$ cat src/hw/rtl/pic_pkg.sv
// Shared constants and control/status types for the point-in-convex-polygon block.
package pic_pkg;

    localparam int MAX_VERTICES   = 16;
    localparam int COORD_BITS     = 16;
    localparam int MIN_POLY_VERTS = 3;

    localparam int IDX_BITS   = $clog2(MAX_VERTICES);
    localparam int CNT_BITS   = $clog2(MAX_VERTICES + 1);
    localparam int DIFF_BITS  = COORD_BITS + 1;
    localparam int PROD_BITS  = 2 * DIFF_BITS;
    localparam int CROSS_BITS = PROD_BITS + 1;

    localparam logic ACT_LOAD  = 1'b0;
    localparam logic ACT_QUERY = 1'b1;

    typedef struct packed {
        logic                start;
        logic                wr_en;
        logic [IDX_BITS-1:0] wr_addr;
        logic                rd_en;
        logic                rd_first;
        logic [IDX_BITS-1:0] rd_addr;
        logic                wrap;
    } pic_cmd_t;

    typedef struct packed {
        logic busy;
        logic mismatch;
    } pic_sts_t;

endpackage

$ cat src/hw/rtl/pic_dp.sv
// Datapath: vertex memory, edge and offset vectors, cross products and sign tracking.
module pic_dp
    import pic_pkg::*;
(
    input  logic                         aclk,
    input  logic                         aresetn,
    input  pic_cmd_t                     cmd,
    input  logic signed [COORD_BITS-1:0] coord_x,
    input  logic signed [COORD_BITS-1:0] coord_y,
    output pic_sts_t                     sts
);

    logic signed [COORD_BITS-1:0] vtx_x_mem [MAX_VERTICES];
    logic signed [COORD_BITS-1:0] vtx_y_mem [MAX_VERTICES];

    logic signed [COORD_BITS-1:0] rd_x_reg, rd_y_reg;
    logic signed [COORD_BITS-1:0] px_reg, py_reg;
    logic signed [COORD_BITS-1:0] prev_x_reg, prev_y_reg;
    logic signed [COORD_BITS-1:0] first_x_reg, first_y_reg;

    logic s1_valid_reg, s1_first_reg, s1_wrap_reg;
    logic s2_valid_reg, s3_valid_reg;

    logic signed [DIFF_BITS-1:0] ex_reg, ey_reg, dx_reg, dy_reg;
    logic signed [DIFF_BITS-1:0] ex_next, ey_next, dx_next, dy_next;
    logic signed [PROD_BITS-1:0] prod_a_reg, prod_b_reg;
    logic signed [CROSS_BITS-1:0] cross_val;

    logic signed [COORD_BITS-1:0] cur_x, cur_y;
    logic edge_valid;
    logic cross_nz, cross_neg;

    logic dir_set_reg, dir_set_next;
    logic dir_neg_reg, dir_neg_next;
    logic mismatch_reg, mismatch_next;

    always_ff @(posedge aclk) begin
        if (cmd.wr_en) begin
            vtx_x_mem[cmd.wr_addr] <= coord_x;
            vtx_y_mem[cmd.wr_addr] <= coord_y;
        end
        if (cmd.rd_en) begin
            rd_x_reg <= vtx_x_mem[cmd.rd_addr];
            rd_y_reg <= vtx_y_mem[cmd.rd_addr];
        end
    end

    always_comb begin
        cur_x      = s1_wrap_reg ? first_x_reg : rd_x_reg;
        cur_y      = s1_wrap_reg ? first_y_reg : rd_y_reg;
        edge_valid = s1_valid_reg && !s1_first_reg;
        ex_next    = {cur_x[COORD_BITS-1], cur_x} - {prev_x_reg[COORD_BITS-1], prev_x_reg};
        ey_next    = {cur_y[COORD_BITS-1], cur_y} - {prev_y_reg[COORD_BITS-1], prev_y_reg};
        dx_next    = {px_reg[COORD_BITS-1], px_reg} - {prev_x_reg[COORD_BITS-1], prev_x_reg};
        dy_next    = {py_reg[COORD_BITS-1], py_reg} - {prev_y_reg[COORD_BITS-1], prev_y_reg};
    end

    always_ff @(posedge aclk) begin
        if (cmd.start) begin
            px_reg <= coord_x;
            py_reg <= coord_y;
        end
        if (s1_valid_reg && !s1_wrap_reg) begin
            prev_x_reg <= rd_x_reg;
            prev_y_reg <= rd_y_reg;
        end
        if (s1_valid_reg && s1_first_reg) begin
            first_x_reg <= rd_x_reg;
            first_y_reg <= rd_y_reg;
        end
        if (edge_valid) begin
            ex_reg <= ex_next;
            ey_reg <= ey_next;
            dx_reg <= dx_next;
            dy_reg <= dy_next;
        end
        if (s2_valid_reg) begin
            prod_a_reg <= PROD_BITS'(ex_reg) * PROD_BITS'(dy_reg);
            prod_b_reg <= PROD_BITS'(ey_reg) * PROD_BITS'(dx_reg);
        end
    end

    always_comb begin
        cross_val = {prod_a_reg[PROD_BITS-1], prod_a_reg}
                  - {prod_b_reg[PROD_BITS-1], prod_b_reg};
        cross_nz  = |cross_val;
        cross_neg = cross_val[CROSS_BITS-1];

        dir_set_next  = dir_set_reg;
        dir_neg_next  = dir_neg_reg;
        mismatch_next = mismatch_reg;
        if (cmd.start) begin
            dir_set_next  = 1'b0;
            dir_neg_next  = 1'b0;
            mismatch_next = 1'b0;
        end else if (s3_valid_reg && cross_nz) begin
            if (!dir_set_reg) begin
                dir_set_next = 1'b1;
                dir_neg_next = cross_neg;
            end else if (cross_neg != dir_neg_reg) begin
                mismatch_next = 1'b1;
            end
        end
    end

    always_ff @(posedge aclk) begin
        if (!aresetn) begin
            s1_valid_reg <= 1'b0;
            s1_first_reg <= 1'b0;
            s1_wrap_reg  <= 1'b0;
            s2_valid_reg <= 1'b0;
            s3_valid_reg <= 1'b0;
            dir_set_reg  <= 1'b0;
            dir_neg_reg  <= 1'b0;
            mismatch_reg <= 1'b0;
        end else begin
            s1_valid_reg <= cmd.rd_en || cmd.wrap;
            s1_first_reg <= cmd.rd_en && cmd.rd_first;
            s1_wrap_reg  <= cmd.wrap;
            s2_valid_reg <= edge_valid;
            s3_valid_reg <= s2_valid_reg;
            dir_set_reg  <= dir_set_next;
            dir_neg_reg  <= dir_neg_next;
            mismatch_reg <= mismatch_next;
        end
    end

    assign sts.busy     = s1_valid_reg || s2_valid_reg || s3_valid_reg;
    assign sts.mismatch = mismatch_reg;

endmodule

$ cat src/hw/rtl/pic_ctrl.sv
// Controller: handshakes, vertex count register, edge walk sequencing and result register.
module pic_ctrl
    import pic_pkg::*;
(
    input  logic                aclk,
    input  logic                aresetn,
    input  logic                cfg_wr_en,
    input  logic [CNT_BITS-1:0] cfg_wr_data,
    input  logic                s_valid,
    output logic                s_ready,
    input  logic                s_action,
    input  logic [IDX_BITS-1:0] s_vertex_slot,
    output logic                m_valid,
    input  logic                m_ready,
    output logic                m_inside_res,
    output pic_cmd_t            cmd,
    input  pic_sts_t            sts
);

    localparam logic [2:0] ST_IDLE   = 3'd0;
    localparam logic [2:0] ST_READ   = 3'd1;
    localparam logic [2:0] ST_WRAP   = 3'd2;
    localparam logic [2:0] ST_DRAIN  = 3'd3;
    localparam logic [2:0] ST_RESULT = 3'd4;

    logic [2:0]          state_reg, state_next;
    logic [IDX_BITS-1:0] idx_reg, idx_next;
    logic [CNT_BITS-1:0] vertex_count_reg, vertex_count_next;
    logic                short_reg, short_next;
    logic                m_valid_reg, m_valid_next;
    logic                inside_reg, inside_next;

    logic [CNT_BITS-1:0] eff_n, eff_n_m1;
    logic [IDX_BITS-1:0] last_idx;

    always_comb begin
        eff_n    = (vertex_count_reg > CNT_BITS'(MAX_VERTICES)) ?
                   CNT_BITS'(MAX_VERTICES) : vertex_count_reg;
        eff_n_m1 = eff_n - CNT_BITS'(1);
        last_idx = eff_n_m1[IDX_BITS-1:0];
    end

    always_comb begin
        state_next        = state_reg;
        idx_next          = idx_reg;
        short_next        = short_reg;
        vertex_count_next = cfg_wr_en ? cfg_wr_data : vertex_count_reg;
        m_valid_next      = m_valid_reg && !m_ready;
        inside_next       = inside_reg;
        s_ready           = (state_reg == ST_IDLE);

        cmd          = '0;
        cmd.wr_addr  = s_vertex_slot;
        cmd.rd_addr  = idx_reg;
        cmd.rd_first = (idx_reg == '0);

        unique case (state_reg)
            ST_IDLE: begin
                if (s_valid) begin
                    if (s_action == ACT_QUERY) begin
                        cmd.start = 1'b1;
                        idx_next  = '0;
                        if (eff_n < CNT_BITS'(MIN_POLY_VERTS)) begin
                            short_next = 1'b1;
                            state_next = ST_RESULT;
                        end else begin
                            short_next = 1'b0;
                            state_next = ST_READ;
                        end
                    end else begin
                        cmd.wr_en = 1'b1;
                    end
                end
            end
            ST_READ: begin
                cmd.rd_en = 1'b1;
                if (idx_reg == last_idx) begin
                    state_next = ST_WRAP;
                end else begin
                    idx_next = idx_reg + IDX_BITS'(1);
                end
            end
            ST_WRAP: begin
                cmd.wrap   = 1'b1;
                state_next = ST_DRAIN;
            end
            ST_DRAIN: begin
                if (!sts.busy) begin
                    state_next = ST_RESULT;
                end
            end
            ST_RESULT: begin
                if (!m_valid_reg || m_ready) begin
                    m_valid_next = 1'b1;
                    inside_next  = !short_reg && !sts.mismatch;
                    state_next   = ST_IDLE;
                end
            end
            default: begin
                state_next = ST_IDLE;
            end
        endcase
    end

    always_ff @(posedge aclk) begin
        if (!aresetn) begin
            state_reg        <= ST_IDLE;
            idx_reg          <= '0;
            short_reg        <= 1'b0;
            vertex_count_reg <= '0;
            m_valid_reg      <= 1'b0;
        end else begin
            state_reg        <= state_next;
            idx_reg          <= idx_next;
            short_reg        <= short_next;
            vertex_count_reg <= vertex_count_next;
            m_valid_reg      <= m_valid_next;
        end
    end

    always_ff @(posedge aclk) begin
        inside_reg <= inside_next;
    end

    assign m_valid      = m_valid_reg;
    assign m_inside_res = inside_reg;

endmodule

$ cat src/hw/rtl/point_in_convex_polygon.sv
// Top level of the point-in-convex-polygon test: controller plus datapath.
//
// The input channel (s_valid/s_ready) takes one beat per item. A beat with
// s_action = 0 writes coordinates into slot s_vertex_slot of the vertex table
// and gives no result. A beat with s_action = 1 queries the point and gives
// exactly one result beat on the m_ channel.
// A query with n vertices in use (vertex_count, clamped to 16) reads one vertex
// per cycle from the vertex memory through a single shared cross-product unit,
// or goes straight to a result of outside when n is below three. The next beat
// is accepted once the controller is back in idle, after the query's result
// has been placed in the output register.
// The result sits in an output register; while the receiver stalls, loads are
// still taken and a finished query waits until the register is free.
// vertex_count is written through cfg_wr_en/cfg_wr_data; the user must do so
// only while the block is idle, as the block itself does not enforce it.
// Reset clears vertex_count and all handshake state; the vertex table is not
// cleared, and every slot below vertex_count must be loaded before a query.
module point_in_convex_polygon
    import pic_pkg::*;
(
    input  logic                         aclk,
    input  logic                         aresetn,
    input  logic                         cfg_wr_en,
    input  logic [CNT_BITS-1:0]          cfg_wr_data,
    input  logic                         s_valid,
    output logic                         s_ready,
    input  logic                         s_action,
    input  logic [IDX_BITS-1:0]          s_vertex_slot,
    input  logic signed [COORD_BITS-1:0] s_coord_x,
    input  logic signed [COORD_BITS-1:0] s_coord_y,
    output logic                         m_valid,
    input  logic                         m_ready,
    output logic                         m_inside_res
);

    pic_cmd_t cmd;
    pic_sts_t sts;

    pic_ctrl u_ctrl (
        .aclk          (aclk),
        .aresetn       (aresetn),
        .cfg_wr_en     (cfg_wr_en),
        .cfg_wr_data   (cfg_wr_data),
        .s_valid       (s_valid),
        .s_ready       (s_ready),
        .s_action      (s_action),
        .s_vertex_slot (s_vertex_slot),
        .m_valid       (m_valid),
        .m_ready       (m_ready),
        .m_inside_res  (m_inside_res),
        .cmd           (cmd),
        .sts           (sts)
    );

    pic_dp u_dp (
        .aclk    (aclk),
        .aresetn (aresetn),
        .cmd     (cmd),
        .coord_x (s_coord_x),
        .coord_y (s_coord_y),
        .sts     (sts)
    );

endmodule

$ cat config.mk
export PLATFORM = sky130hd
export DESIGN_NAME = point_in_convex_polygon
export DESIGN_NICKNAME = d
export VERILOG_FILES = /design/src/hw/rtl/pic_pkg.sv /design/src/hw/rtl/pic_dp.sv /design/src/hw/rtl/pic_ctrl.sv /design/src/hw/rtl/point_in_convex_polygon.sv
export SDC_FILE = /design/constraint.sdc
export NUM_CORES = 2
export LEC_CHECK = 0
export BUFFER_PORTS_ARGS = -buffer_cell sky130_fd_sc_hd__buf_2
export CAP_MARGIN = 10
export CORE_MARGIN = 10
export CORE_UTILIZATION = 55
export DETAILED_ROUTE_END_ITERATION = 16
export HOLD_SLACK_MARGIN = 0.06
export PLACE_DENSITY = 0.71
export SLEW_MARGIN = 20
export SYNTH_ARGS = -nofsm -noshare
export SYNTH_HDL_FRONTEND = slang
export SYNTH_SLANG_ARGS = --single-unit
export TNS_END_PERCENT = 50
$ cat constraint.sdc
create_clock -name aclk -period 8.5 [get_ports aclk]
set_input_delay 0.85 -clock aclk [delete_from_list [all_inputs] [get_ports aclk]]
set_output_delay 0.85 -clock aclk [all_outputs]
set_load 0.05 [all_outputs]
After elaboration in Yosys (flattened, before gate mapping) --
Memory sizes are Yosys's and may differ from the RTL's. A register that Yosys moved wholly into a read port is not among the register bits. Index checks and enable logic that the tools add are counted.
Storage, ports and cells: register bits after elaboration 255, memory bits (writable) 512, input bits 47, output and inout port bits 3, logic and storage cells 106, memories kept 2
Cells by class: add/subtract/negate cells 7, $mul 2, order comparisons 2, equal/unequal tests 12, mux-type cells 25, bitwise gates (word level) 2, reductions and logical operators 28
Memory list:
- u_dp.vtx_x_mem | words 16, bits a word 16, rd ports 1, clocked after Yosys merged registers in 1, write ports 1, RTL line pic_dp.sv:13 | logic signed [COORD_BITS-1:0] vtx_x_mem [MAX_VERTICES];
- u_dp.vtx_y_mem | words 16, bits a word 16, rd ports 1, clocked after Yosys merged registers in 1, write ports 1, RTL line pic_dp.sv:14 | logic signed [COORD_BITS-1:0] vtx_y_mem [MAX_VERTICES];
Operator list (number):
- 17-bit by 17-bit multiplier with 34-bit output | 2
- 16-bit by 16-bit subtractor with 17-bit output | 4
- 35-bit OR reduction | 1
- 34-bit by 34-bit subtractor with 35-bit output | 1
- 16-bit two-way mux | 2
- 3-bit two-way mux | 6
- 3-bit case mux with 5 select lines | 1
- 4-bit two-way mux | 3
- 1-bit two-way mux | 9
- 4-bit case mux with 2 select lines | 1
- 1-bit logical AND | 7
- 3-bit by 2-bit == test with 1-bit output (second input constant) | 2
- 1-bit zero test | 6
- 2-bit by 1-bit != test with 1-bit output (second input constant) | 3
- 2-bit != test (second input constant) | 3
- 3-bit AND reduction | 2
- 5-bit greater-than comparator (second input constant) | 1
- 5-bit by 2-bit less-than comparator with 1-bit output (second input constant) | 1
- 5-bit two-way mux | 1
- 5-bit AND reduction | 1
- 4-bit by 1-bit adder with 4-bit output (second input constant) | 1
- 4-bit == test | 1
- 4-bit zero test | 1
- 1-bit logical OR | 4
- 11 further kinds | 14

Longest topological paths before layout --
depth after elaboration 7, depth in mapped cells 25, depth with buffers taken out 24

Cells and area by module --
Synthesis repeated with hierarchy kept, for this count alone.
Second synthesis, totals: cell total of the unflattened synthesis 4217, area, all modules 55171.7 µm²
Modules (own cells, without submodules):
- pic_dp | instances 1, cells each 4112, area an instance 54237.0 µm², sequential area each 23462.5 µm²
- pic_ctrl | instances 1, cells each 105, area an instance 934.6 µm², sequential area each 310.3 µm²

Worst setup path after synthesis --
No wires, ideal clock.
path kind register -> register, start register u_dp.dx_reg[8], end register u_dp.prod_b_reg[31], data pin, setup time 0.261 ns, arrival time 6.068 ns, required time 8.239 ns, slack 2.171 ns, cell stages (with the launch flop) 24, path buffers 2, clock period less this slack 6.329 ns, cell sequence edfxtp_1 > clkbuf_1 > clkbuf_1 > nand2_1 > fa_1 > inv_1 > fa_1 > inv_1 > fa_1 > inv_1 > fa_1 > fa_1 > fa_1 > ha_1 > a21o_1 > a21o_1 > a21oi_1 > nand2_1 > a31oi_1 > o21bai_1 > a211o_1 > a31oi_1 > nor3_1 > a311o_1
Between the ends: word-level cells in the longest chain between the ends 1
RTL lines:
- start: declaration | RTL line pic_dp.sv:24 | logic signed [DIFF_BITS-1:0] ex_reg, ey_reg, dx_reg, dy_reg;
- start signal: assignment | RTL line pic_dp.sv:74 | dx_reg <= dx_next;
- 17-bit by 17-bit multiplier with 34-bit output | RTL line pic_dp.sv:79 | prod_b_reg <= PROD_BITS'(ey_reg) * PROD_BITS'(dx_reg);
- end signal: assignment | RTL line pic_dp.sv:79
- end: declaration | RTL line pic_dp.sv:26 | logic signed [PROD_BITS-1:0] prod_a_reg, prod_b_reg;
Every way passes these cells. A chain may end at the register's enable or synchronous reset.

Worst setup path in the final report --
start register u_dp.ex_reg[9], end register u_dp.prod_a_reg[31], data pin
Between the ends: word-level cells in the longest chain between the ends 1
RTL lines:
- start: declaration | RTL line pic_dp.sv:24
- start signal: assignment | RTL line pic_dp.sv:72 | ex_reg <= ex_next;
- 17-bit by 17-bit multiplier with 34-bit output | RTL line pic_dp.sv:78 | prod_a_reg <= PROD_BITS'(ex_reg) * PROD_BITS'(dy_reg);
- end signal: assignment | RTL line pic_dp.sv:78
- end: declaration | RTL line pic_dp.sv:26
Every way passes these cells.

==> flow_metrics.env <==
export IMPL_synth_nets=5211
export IMPL_synth_xor_area_frac=0.0199
export IMPL_reg2reg_from="u_dp.ex_reg[9]"
export IMPL_rsz0062_at_grt="no"
export IMPL_ys_seq_area_frac=0.430
export IMPL_nNetsFinal=5233
export IMPL_required_ns=8.84
export IMPL_maxCapViolations=0
export IMPL_outcome="finished clean"
export IMPL_yosysTopAreaCellShare=0.422
export IMPL_hold_viol=0
export IMPL_period_share=0.821
export IMPL_grt_pass1_wl_mm=196
export IMPL_grt_pass1_vias=33500
export IMPL_clock_sinks=799
export IMPL_use_met3=0.0335
export IMPL_ant_nets=0
export IMPL_period_minus_slack_ns=6.98
export IMPL_worst_setup_path_type="reg2reg"
export IMPL_drt_initial_drc_count=2471
export IMPL_cts_tree="done"
export IMPL_synth_top_family_by_area="adder cells"
export IMPL_clk_pin_slew_ns=0.06
export IMPL_vias_per_cell=5.64
export IMPL_cts_path_max_buffers=3
export IMPL_dp_hpwl_mm=88.0
export IMPL_grt_use_met2=0.371
export IMPL_globalRoute_totalOverflow=0
export IMPL_grtUsageMet1=0.303
export IMPL_ctsResizeCount=0
export IMPL_yosys_top_cells_count="777 x edfxtp_1, 731 x inv_1, 597 x fa_1"
export IMPL_yosys_area_top_type="edfxtp_1"
export IMPL_netlist_area_um2=55300
export IMPL_area_delta_synth_final_pct=7.69
export IMPL_die_y_um=337
export IMPL_dieArea_um2=114000
export IMPL_place_congestion=0.921
export IMPL_syn_area_per_cell_um2=12.9
export IMPL_nFillCells=7757
export IMPL_cts_root_buf="clkbuf_16"
export IMPL_num_vias=32100
export IMPL_ys_ff_latch=799
export IMPL_drv_slew=0
export IMPL_cp_data_arrival_time_ns=7.32
export IMPL_async_flop_share=0
export IMPL_synth_flop_cell="edfxtp_1"
export IMPL_crit_end="u_dp.prod_a_reg[31]"
export IMPL_ys_warn_count=0
export IMPL_die_w_um=337
export IMPL_setup_tns_ns=0
export IMPL_cp_startpoint="u_dp.ex_reg[9]"
export IMPL_drive_gt1_frac=0.0976
export IMPL_synthTopCellsByArea="edfxtp_1 42%, fa_1 22%, mux4_2 6.5%, ha_1 6.1%, inv_1 5.0%"
export IMPL_cts_max_level=3
export IMPL_multi_input_area_um2=28400
export IMPL_syn_inst=4296
export IMPL_max_slew_worst_pin_slew_ns=1.00
export IMPL_num_rows=116
export IMPL_drt_pass1_iterations=7
export IMPL_post_cts_buffers=0
export IMPL_relSlewSlack=0.330
export IMPL_crit_path_max_fanout=17
export IMPL_synthAdderAreaFrac=0.277
export IMPL_synth_edff_count=777
export IMPL_drc=0
export IMPL_start_util=0.553
export IMPL_rr_worst_depth=21
export IMPL_drt_total_wl_mm=123
export IMPL_finalSetupViolCount=0
export IMPL_ioPinCount=50
export IMPL_grt_max_degree=86
export IMPL_fin_skew_ns=0.0651
export IMPL_top_regs="u_dp.vtx_x_mem (256), u_dp.vtx_y_mem (256)"
export IMPL_startpoint_type="register"
export IMPL_end_kind="register"
export IMPL_synthMuxAreaShare=0.0739
export IMPL_antenna_found_initial=9
export IMPL_fmax_mhz=143
export IMPL_cts_made_buffers=82
export IMPL_wl_per_cell_um=21.7
export IMPL_synth_compound_area_frac=0.0456
export IMPL_finish_utilization=0.596
export IMPL_top_usage_layer="met2"
export IMPL_seq_area_um2=23800
export IMPL_synthSimpleGateAreaFrac=0.0946
export IMPL_cts_hold_buffers=0
export IMPL_grt_usage=0.223
export IMPL_core_um2=100000
export IMPL_portBuffers=49
export IMPL_yosysUniqueCellTypes=88
export IMPL_yosysMostFrequentCell="edfxtp_1"
export IMPL_reg2reg_slack_ns=1.52
export IMPL_r2r_end="u_dp.prod_a_reg[31]"
export IMPL_clock_latency_ns=0.66
export IMPL_min_path_type="in2reg"
-- metal layers --
layer | part of all wire | wire length, um
met2 | 0.49 | 59900
met4 | 0.032 | 3920
met1 | 0.42 | 51700
met3 | 0.062 | 7680
met5 | 0.00050 | 61
-- worst max-delay path, cell delays in order (launching register included) --
cell,delay (ns)
edfxtp_1,0.70
and2_1,0.29
fa_1,0.54
inv_1,0.05
fa_1,0.45
fa_1,0.51
inv_1,0.05
fa_1,0.49
fa_1,0.49
inv_1,0.05
fa_1,0.48
inv_1,0.05
ha_1,0.35
a2111oi_0,0.46
o21ai_0,0.20
a31oi_1,0.26
a31oi_1,0.19
a41oi_1,0.32
a21oi_1,0.19
a21o_1,0.23
a41oi_1,0.23
xnor2_1,0.09
-- per-stage QoR --
step	hold WS (ns)	std cells	setup WS (ns)	area [um^2]
after floorplan	0.426	4296	2.17	55300
after global placement	0.448	5532	1.78	57000
after detailed placement	0.457	5532	1.62	57000
after CTS	0.435	5682	1.57	59600
after global routing	0.474	5683	1.06	59600
final	0.466	5684	1.52	59600
-- cell families (layout without fill, tap and decap cells) --
logic type               after synthesis  in the layout
other                                  0              2
AND/OR/NAND/NOR                     1059           1059
AO/OA/AOI/OAI                        368            368
flip-flops                           799            799
buffers and inverters                871            959
adder cells (fa/ha/maj)              868            868
multiplexers                         205            205
XOR/XNOR                             126            126
-- cell usage in the layout (no fill, tap or decap), types with 13 or more instances in the layout --
master     synthesis  final
xnor2_1          102    102
o211ai_1          17     17
o21ai_0           79     79
clkinv_2           0     13
and2_1           294    294
buf_4              0     28
or3_1             13     13
a211oi_1          14     14
buf_2              4     49
a21boi_0          20     20
clkbuf_16          0     84
mux4_2           160    160
edfxtp_1         777    777
a21oi_1           89     89
mux2i_1           16     16
a21o_1            26     26
and3_1            21     21
clkinv_1           0     22
nand3_1           40     40
o21a_1            14     14
nand2b_1          31     31
nor2_1           163    151
fa_1             597    597
nand2_1          369    369
nor3_1            51     47
nor2b_1           34     32
clkbuf_1         118     17
ha_1             271    271
mux2_2            29     29
xor2_1            24     24
inv_1            731    730
dfxtp_1           22     16
-- area by class of cell --
| class | instances | share of cell area |
|---|---|---|
| Inverter | 731 | 0.0460 |
| Sequential cell | 799 | 0.399 |
| Multi-Input combinational cell | 2626 | 0.477 |
| Tap cell | 1298 | 0.0272 |
| Antenna cell | 2 | 0.0000840 |
| Clock inverter | 49 | 0.00651 |
| Timing Repair Buffer | 78 | 0.00798 |
| Clock buffer | 101 | 0.0363 |
-- how the worst min path moves through the flow --
| stage | from | to | slack (ns) | cells past startpoint |
|---|---|---|---|---|
| after floorplan | u_dp.mismatch_reg | u_dp.mismatch_reg | 0.43 | 2 |
| after global placement | u_dp.s2_valid_reg | u_dp.s3_valid_reg | 0.45 | 1 |
| after detailed placement | u_dp.s2_valid_reg | u_dp.s3_valid_reg | 0.46 | 1 |
| after CTS | cfg_wr_data[1] | u_ctrl.vertex_count_reg[1] | 0.43 | 3 |
| after global routing | cfg_wr_data[1] | u_ctrl.vertex_count_reg[1] | 0.47 | 3 |
| final | cfg_wr_data[1] | u_ctrl.vertex_count_reg[1] | 0.47 | 3 |
Power is not shown: default switching activity piles up to over one toggle a cycle in this logic, so the estimate is an artifact.
